### src/hdl/fqkr_pkg.sv
// Shared types and constants for the keyed-removal FIFO queue.
// Used by the cell row, the top level and the port checker; depends on nothing.
package fqkr_pkg;

    localparam int KEY_PORT_BITS = 16;
    localparam int COUNT_PORT_BITS = 5;

    localparam logic [1:0] OP_ENQUEUE = 2'd0;
    localparam logic [1:0] OP_DEQUEUE = 2'd1;
    localparam logic [1:0] OP_REMOVE  = 2'd2;

    localparam logic [1:0] STAT_OK        = 2'd0;
    localparam logic [1:0] STAT_EMPTY     = 2'd1;
    localparam logic [1:0] STAT_NOT_FOUND = 2'd2;
    localparam logic [1:0] STAT_FULL      = 2'd3;

    typedef struct packed {
        logic [1:0]               opcode;
        logic [KEY_PORT_BITS-1:0] key;
    } t_in_item;

    typedef struct packed {
        logic [1:0]                 status;
        logic [KEY_PORT_BITS-1:0]   served_key;
        logic [COUNT_PORT_BITS-1:0] entry_count;
    } t_out_item;

    // Per-cycle commands broadcast to every cell of the row.
    typedef struct packed {
        logic enq;
        logic deq;
        logic rem;
        logic capture;
    } t_cell_ctl;

    typedef enum logic {
        ST_IDLE,
        ST_REMOVE
    } t_state;

endpackage

### src/hdl/fqkr_cell.sv
// One storage cell of the queue row: holds a key, compares it with the search key
// and takes its right neighbor's key when the row closes up. Uses fqkr_pkg.
module fqkr_cell #(
    parameter int IDX   = 0,
    parameter int KEY_W = 16,
    parameter int CNT_W = 5
) (
    input  logic                 i_clk,
    input  fqkr_pkg::t_cell_ctl  i_ctl,
    input  logic [CNT_W-1:0]     i_count,
    input  logic [KEY_W-1:0]     i_key,
    input  logic [KEY_W-1:0]     i_next_data,
    input  logic                 i_hit,
    output logic [KEY_W-1:0]     o_data,
    output logic                 o_hit
);

    logic [KEY_W-1:0] r_data;
    logic             r_match;
    logic             occupied;

    assign occupied = i_count > CNT_W'(IDX);

    always_ff @(posedge i_clk) begin
        if (i_ctl.capture) begin
            r_match <= occupied && (r_data == i_key);
        end
        if (i_ctl.enq && (i_count == CNT_W'(IDX))) begin
            r_data <= i_key;
        end else if (i_ctl.deq || (i_ctl.rem && (i_hit || r_match))) begin
            r_data <= i_next_data;
        end
    end

    // A cell closes up when it or any cell nearer the head held the match.
    assign o_hit  = i_hit | r_match;
    assign o_data = r_data;

endmodule

### src/hdl/fifo_queue_with_keyed_removal_core.sv
// Bounded FIFO queue of keys with removal of the first matching key; uses fqkr_pkg, fqkr_cell.
// Enqueue, dequeue, unused opcodes and a remove on an empty queue: result registered, in the
// cycle after acceptance, one transaction per cycle.
// Remove on a nonempty queue: the cells register their compare results first, then the
// ST_REMOVE state, with busy high for one cycle, registers the result.
// Synchronous active-low reset empties the queue; each result shows for one cycle only.
module fifo_queue_with_keyed_removal_core #(
    parameter int QUEUE_DEPTH = 16,
    parameter int KEY_BITS    = 16
) (
    input  logic                i_clk,
    input  logic                i_rst_n,
    input  logic                start,
    output logic                busy,
    input  fqkr_pkg::t_in_item  i_item,
    output logic                o_strobe,
    output fqkr_pkg::t_out_item o_result
);

    localparam int KEY_W = (KEY_BITS < fqkr_pkg::KEY_PORT_BITS) ? KEY_BITS
                                                                : fqkr_pkg::KEY_PORT_BITS;
    localparam int CNT_W = $clog2(QUEUE_DEPTH + 1);

    fqkr_pkg::t_state    r_state, n_state;
    logic [CNT_W-1:0]    r_count, n_count;
    logic                r_strobe, n_strobe;
    fqkr_pkg::t_out_item r_result, n_result;
    fqkr_pkg::t_cell_ctl ctl;

    logic [KEY_W-1:0] key_in;
    logic [KEY_W-1:0] cell_data [0:QUEUE_DEPTH];
    logic             hit       [0:QUEUE_DEPTH];
    logic             accept;
    logic             full;
    logic             empty;

    assign key_in = i_item.key[KEY_W-1:0];
    assign busy   = (r_state == fqkr_pkg::ST_REMOVE);
    assign accept = start && !busy;
    assign full   = (r_count == CNT_W'(QUEUE_DEPTH));
    assign empty  = (r_count == '0);

    assign cell_data[QUEUE_DEPTH] = '0;
    assign hit[0]                 = 1'b0;

    for (genvar g = 0; g < QUEUE_DEPTH; g++) begin : g_cell
        fqkr_cell #(
            .IDX   (g),
            .KEY_W (KEY_W),
            .CNT_W (CNT_W)
        ) u_cell (
            .i_clk       (i_clk),
            .i_ctl       (ctl),
            .i_count     (r_count),
            .i_key       (key_in),
            .i_next_data (cell_data[g+1]),
            .i_hit       (hit[g]),
            .o_data      (cell_data[g]),
            .o_hit       (hit[g+1])
        );
    end

    always_comb begin
        n_state  = r_state;
        n_count  = r_count;
        n_strobe = 1'b0;
        ctl      = '0;
        n_result.status     = fqkr_pkg::STAT_OK;
        n_result.served_key = '0;
        case (r_state)
            fqkr_pkg::ST_IDLE: begin
                if (accept) begin
                    case (i_item.opcode)
                        fqkr_pkg::OP_ENQUEUE: begin
                            n_strobe = 1'b1;
                            if (full) begin
                                n_result.status = fqkr_pkg::STAT_FULL;
                            end else begin
                                ctl.enq = 1'b1;
                                n_count = r_count + 1'b1;
                            end
                        end
                        fqkr_pkg::OP_DEQUEUE: begin
                            n_strobe = 1'b1;
                            if (empty) begin
                                n_result.status = fqkr_pkg::STAT_EMPTY;
                            end else begin
                                ctl.deq             = 1'b1;
                                n_count             = r_count - 1'b1;
                                n_result.served_key =
                                    fqkr_pkg::KEY_PORT_BITS'(cell_data[0]);
                            end
                        end
                        fqkr_pkg::OP_REMOVE: begin
                            if (empty) begin
                                n_strobe        = 1'b1;
                                n_result.status = fqkr_pkg::STAT_EMPTY;
                            end else begin
                                ctl.capture = 1'b1;
                                n_state     = fqkr_pkg::ST_REMOVE;
                            end
                        end
                        default: begin
                            n_strobe = 1'b1;
                        end
                    endcase
                end
            end
            fqkr_pkg::ST_REMOVE: begin
                n_state  = fqkr_pkg::ST_IDLE;
                n_strobe = 1'b1;
                if (hit[QUEUE_DEPTH]) begin
                    ctl.rem = 1'b1;
                    n_count = r_count - 1'b1;
                end else begin
                    n_result.status = fqkr_pkg::STAT_NOT_FOUND;
                end
            end
            default: begin
                n_state = fqkr_pkg::ST_IDLE;
            end
        endcase
        n_result.entry_count = fqkr_pkg::COUNT_PORT_BITS'(n_count);
    end

    always_ff @(posedge i_clk) begin
        if (!i_rst_n) begin
            r_state  <= fqkr_pkg::ST_IDLE;
            r_count  <= '0;
            r_strobe <= 1'b0;
        end else begin
            r_state  <= n_state;
            r_count  <= n_count;
            r_strobe <= n_strobe;
        end
    end

    always_ff @(posedge i_clk) begin
        r_result <= n_result;
    end

    assign o_strobe = r_strobe;
    assign o_result = r_result;

endmodule

### config.mk
export PLATFORM = sky130hd
export DESIGN_NAME = fifo_queue_with_keyed_removal_core
export DESIGN_NICKNAME = d
export VERILOG_FILES = /design/src/hdl/fqkr_pkg.sv /design/src/hdl/fqkr_cell.sv /design/src/hdl/fifo_queue_with_keyed_removal_core.sv
export SDC_FILE = /design/constraint.sdc
export NUM_CORES = 1
export LEC_CHECK = 0
export ABC_AREA = 1
export BUFFER_PORTS_ARGS = -buffer_cell sky130_fd_sc_hd__buf_4
export CELL_PAD_IN_SITES_DETAIL_PLACEMENT = 2
export CELL_PAD_IN_SITES_GLOBAL_PLACEMENT = 2
export CORE_MARGIN = 4
export CORE_UTILIZATION = 42
export CTS_CLUSTER_SIZE = 28
export DETAILED_ROUTE_END_ITERATION = 16
export PLACE_DENSITY_LB_ADDON = 0.25
export SYNTH_ARGS = -nofsm -noshare
export SYNTH_HDL_FRONTEND = slang
export SYNTH_SLANG_ARGS = --single-unit
### constraint.sdc
create_clock -name i_clk -period 8.6 [get_ports i_clk]
set_clock_uncertainty 0.1 [all_clocks]
set_input_delay 0 -clock i_clk [delete_from_list [all_inputs] [get_ports i_clk]]
set_output_delay 0 -clock i_clk [all_outputs]
set_load 0.02 [all_outputs]
==> flow_summary.yaml <==
global_route:
  antenna_found_initial: 0
  track_usage_pct: 30.64
  top_usage_layer: "met2"
  grt-ovfl-total: 0
  grt_max_degree: 34
  use_met3_pct: 5.936
  first_global_vias: 14290
  use_met2_pct: 52.09
  grt_pass1_wl_um: 93410
  grt_use_met1_pct: 38.28
yosys:
  yosysSeqAreaShare_pct: 55.53
  postSynthRegisterBits: 302
  synth_area_um2: 15790
  yosysUniqueCellTypes: 44
  syn_nets: 1699
  async_flop_share_pct: 0
  yosys_warnings: 0
  synthCells: 1669
  syn_avg_cell_area_um2: 9.461
  synth-main-ff-cell: "edfxtp_1"
  synth_edf_count: 272
floorplan:
  die_area_um2: 40760
  core_um2: 36870
  ios: 46
  row_count: 70
  initial_core_util_pct: 42.82
  fp.dieH_um: 201.9
  die-width_um: 201.9
worst_setup_path:
  rr_endpoint: "g_cell[7].u_cell.o_data[14]"
  crit_type: "reg2reg"
  r2r_slack_ns: 4.08
  crit_end: "g_cell[7].u_cell.o_data[14]"
  crit_path_frequent_cell: "nor2_1"
  start_kind: "flop"
  crit_chain: "clkinv_1 > ha_1 > inv_1 > nor2_1 > nand2_1 > nor2_1 > inv_2 > nand2_4 > nor2_8 > inv_6 > nor2_1 > inv_1 > nand3_1"
  cp-startpoint: "r_count[0]"
  cp-end-kind: "flop"
  r2r_start: "r_count[0]"
  worstPathMaxFanout: 21
  cpPeakStageDelay_ns: 0.84
  crit_required_ns: 8.69
  cp_slowest_cell: "nor2_1"
  r2r_cells: 13
  cp_data_arrival_time_ns: 4.61
route:
  drt_wl_total_um: 63730
  ant_nets: 0
  first_iter_violations: 1258
  vias: 13360
  drc: 0
  vias_per_cell: 6.030
  drt-pass1-iter-count: 5
  routedWlPerCell_um: 28.76
sta:
  fin_crit_ns: 4.518
  setup_viol: 0
  maxSlewViolCount: 0
  timing.final.ws_setup_ns: 4.082
  hold_viol_final: 0
  tns_ns: 0
  tightest_slew_ns: 1.262
  slew_headroom_pct: 15.75
  rsz0062_at_grt: "no"
  max_clock_freq_mhz: 221.4
  fin_crit_sh_pct: 52.53
finish:
  multi_input_area_um2: 5979
  final_nets: 1717
  area_delta_synth_final_pct: 12.81
  final_layout_size_suffix_gt1_share_pct: 9.871
  postLayoutCoreUtil_pct: 48.31
  n_fill_cell: 3850
  diodes: 0
  regArea_um2: 8768
  stdcell_area_um2: 17810
clocking:
  cts_tree: "yes"
  cts_setup_buffers: 0
  root_buffer: "clkbuf_16"
  insertion_delay_ns: 0.56
  htree_levels: 2
  cts.sinks: 302
  cts_resized: 0
  path_clk_slew_ns: 0.06
  numCtsBuffers: 36
  cts_hold_buf: 20
  clock_path_buffers: 3
placement:
  hpwl_um: 42160
  post_dp_cell_area_um2: 16490
  io_buffers: 45
  place_congestion: 0.8790
  dpl_worst_slack_ns: 4.170
run:
  drv_cap: 0
worst_hold_path:
  hold_class: "in2reg"
pwr:
  leakagePower_nw: 6.727
  peakVddDrop_mv: 0.1717
  power_mw: 3.620
  powerDensity_nw_per_um2: 203.2
status:
  status: "finished, final reports clean"
worst min path at each step:
stage / from / to / slack, ns / depth (start not counted)
finish: i_item[1] / g_cell[11].u_cell.o_data[1] / 0.03 / 3
global route: i_item[1] / g_cell[7].u_cell.o_data[1] / 0.04 / 3
CTS: i_item[1] / g_cell[11].u_cell.o_data[1] / 0.004 / 3
detailed placement: i_rst_n / r_count[0] / 0.14 / 3
global placement: i_rst_n / r_count[0] / 0.16 / 3
floorplan: i_rst_n / r_count[0] / -0.002 / 2
critical path: cells and delay by family, from the launching register on:
family	cells	cell delay, ns
adder cells (fa/ha/maj)	1	0.33
buffers and inverters	5	1.05
flip-flops	1	0.55
AND/OR/NAND/NOR	7	2.10
cells by family (layout without fill, tap and decap cells):
logic type | after synthesis | after routing | synth area share, %
XOR/XNOR | 127 | 127 | 7.044
AO/OA/AOI/OAI | 386 | 386 | 13.97
AND/OR/NAND/NOR | 580 | 580 | 16.11
buffers and inverters | 265 | 308 | 6.632
flip-flops | 302 | 302 | 55.53
adder cells (fa/ha/maj) | 9 | 9 | 0.7132
state kept, by name, indices dropped and copies added (netlist names):
signal	cells
busy	1
g_cell.u_cell.o_data	256
g_cell.u_cell.r_match	16
o_result	23
o_strobe	1
r_count	5
synthesized netlist by cell type (4+ instances only):
master	count	area, um^2
a211oi_1	6	45.04
nand2_1	361	1355
nand3_1	35	175.2
o211ai_1	11	82.58
o21ai_0	257	1286
nor2_1	89	334.1
xnor2_1	69	604.3
inv_2	8	30.03
buf_2	26	130.1
inv_1	141	529.3
nand4_1	22	137.6
nor2_2	5	31.28
nor4_1	32	200.2
xor2_1	58	508.0
nor3_1	10	50.05
ha_1	9	112.6
dfxtp_1	30	600.6
o21ai_2	9	78.83
edfxtp_1	272	8168
buf_1	13	48.80
a21oi_1	7	35.03
or2_2	11	68.82
a221oi_1	23	201.4
clkbuf_1	70	262.8
a22o_1	4	35.03
o22ai_1	60	375.4
per-stage QoR:
step           std cells  hold WS, ns
2_1_floorplan       1669    -0.002369
3_3_place_gp        2132       0.1602
3_5_place_dp        2132       0.1365
4_1_cts             2215     0.004145
5_1_grt             2216      0.03904
6_report            2216      0.02811
cell type report:
type                    instances  area share, %
multi-input cells            1102          33.57
inverters                     153          3.252
clock buffers                  48          5.479
repair buffers                 92          4.200
flip-flops and latches        302          49.22
clock inverters                15         0.7375
well taps                     504          3.540
cell usage in the layout, fill, tap and decap left out, drive strengths merged:
cell         count
nand2          364
nor4            33
a21oi            7
dlygate4sd3     20
a221oi          23
nand3b           1
nor3            11
bufinv           2
xor2            58
clkinv          15
ha               9
nor4b            1
o221ai           2
o221a            1
a22oi            3
dfxtp           30
nor2            98
nand3           36
inv            151
o22ai           60
a22o             4
o211ai          11
o21ai          269
xnor2           69
nand4           25
edfxtp         272
clkbuf          48
or2             11
buf             72
a211oi           6
metal layers:
| metal | vias up | share of wire, % |
|---|---|---|
| met5 | - | 0 |
| met4 | 0 | 4.5 |
| met3 | 159 | 7.4 |
| met2 | 590 | 49 |
| li1 | 5793 | - |
| met1 | 6821 | 40 |
power breakdown:
group          internal, mW  switching, mW  leakage [nW]
Clock                 0.857          0.640         0.542
Sequential             1.67         0.0496          2.73
Combinational         0.114          0.286          3.45
Total                  2.64          0.975          6.73
No activity file was read; power rests on OpenSTA's default activity.
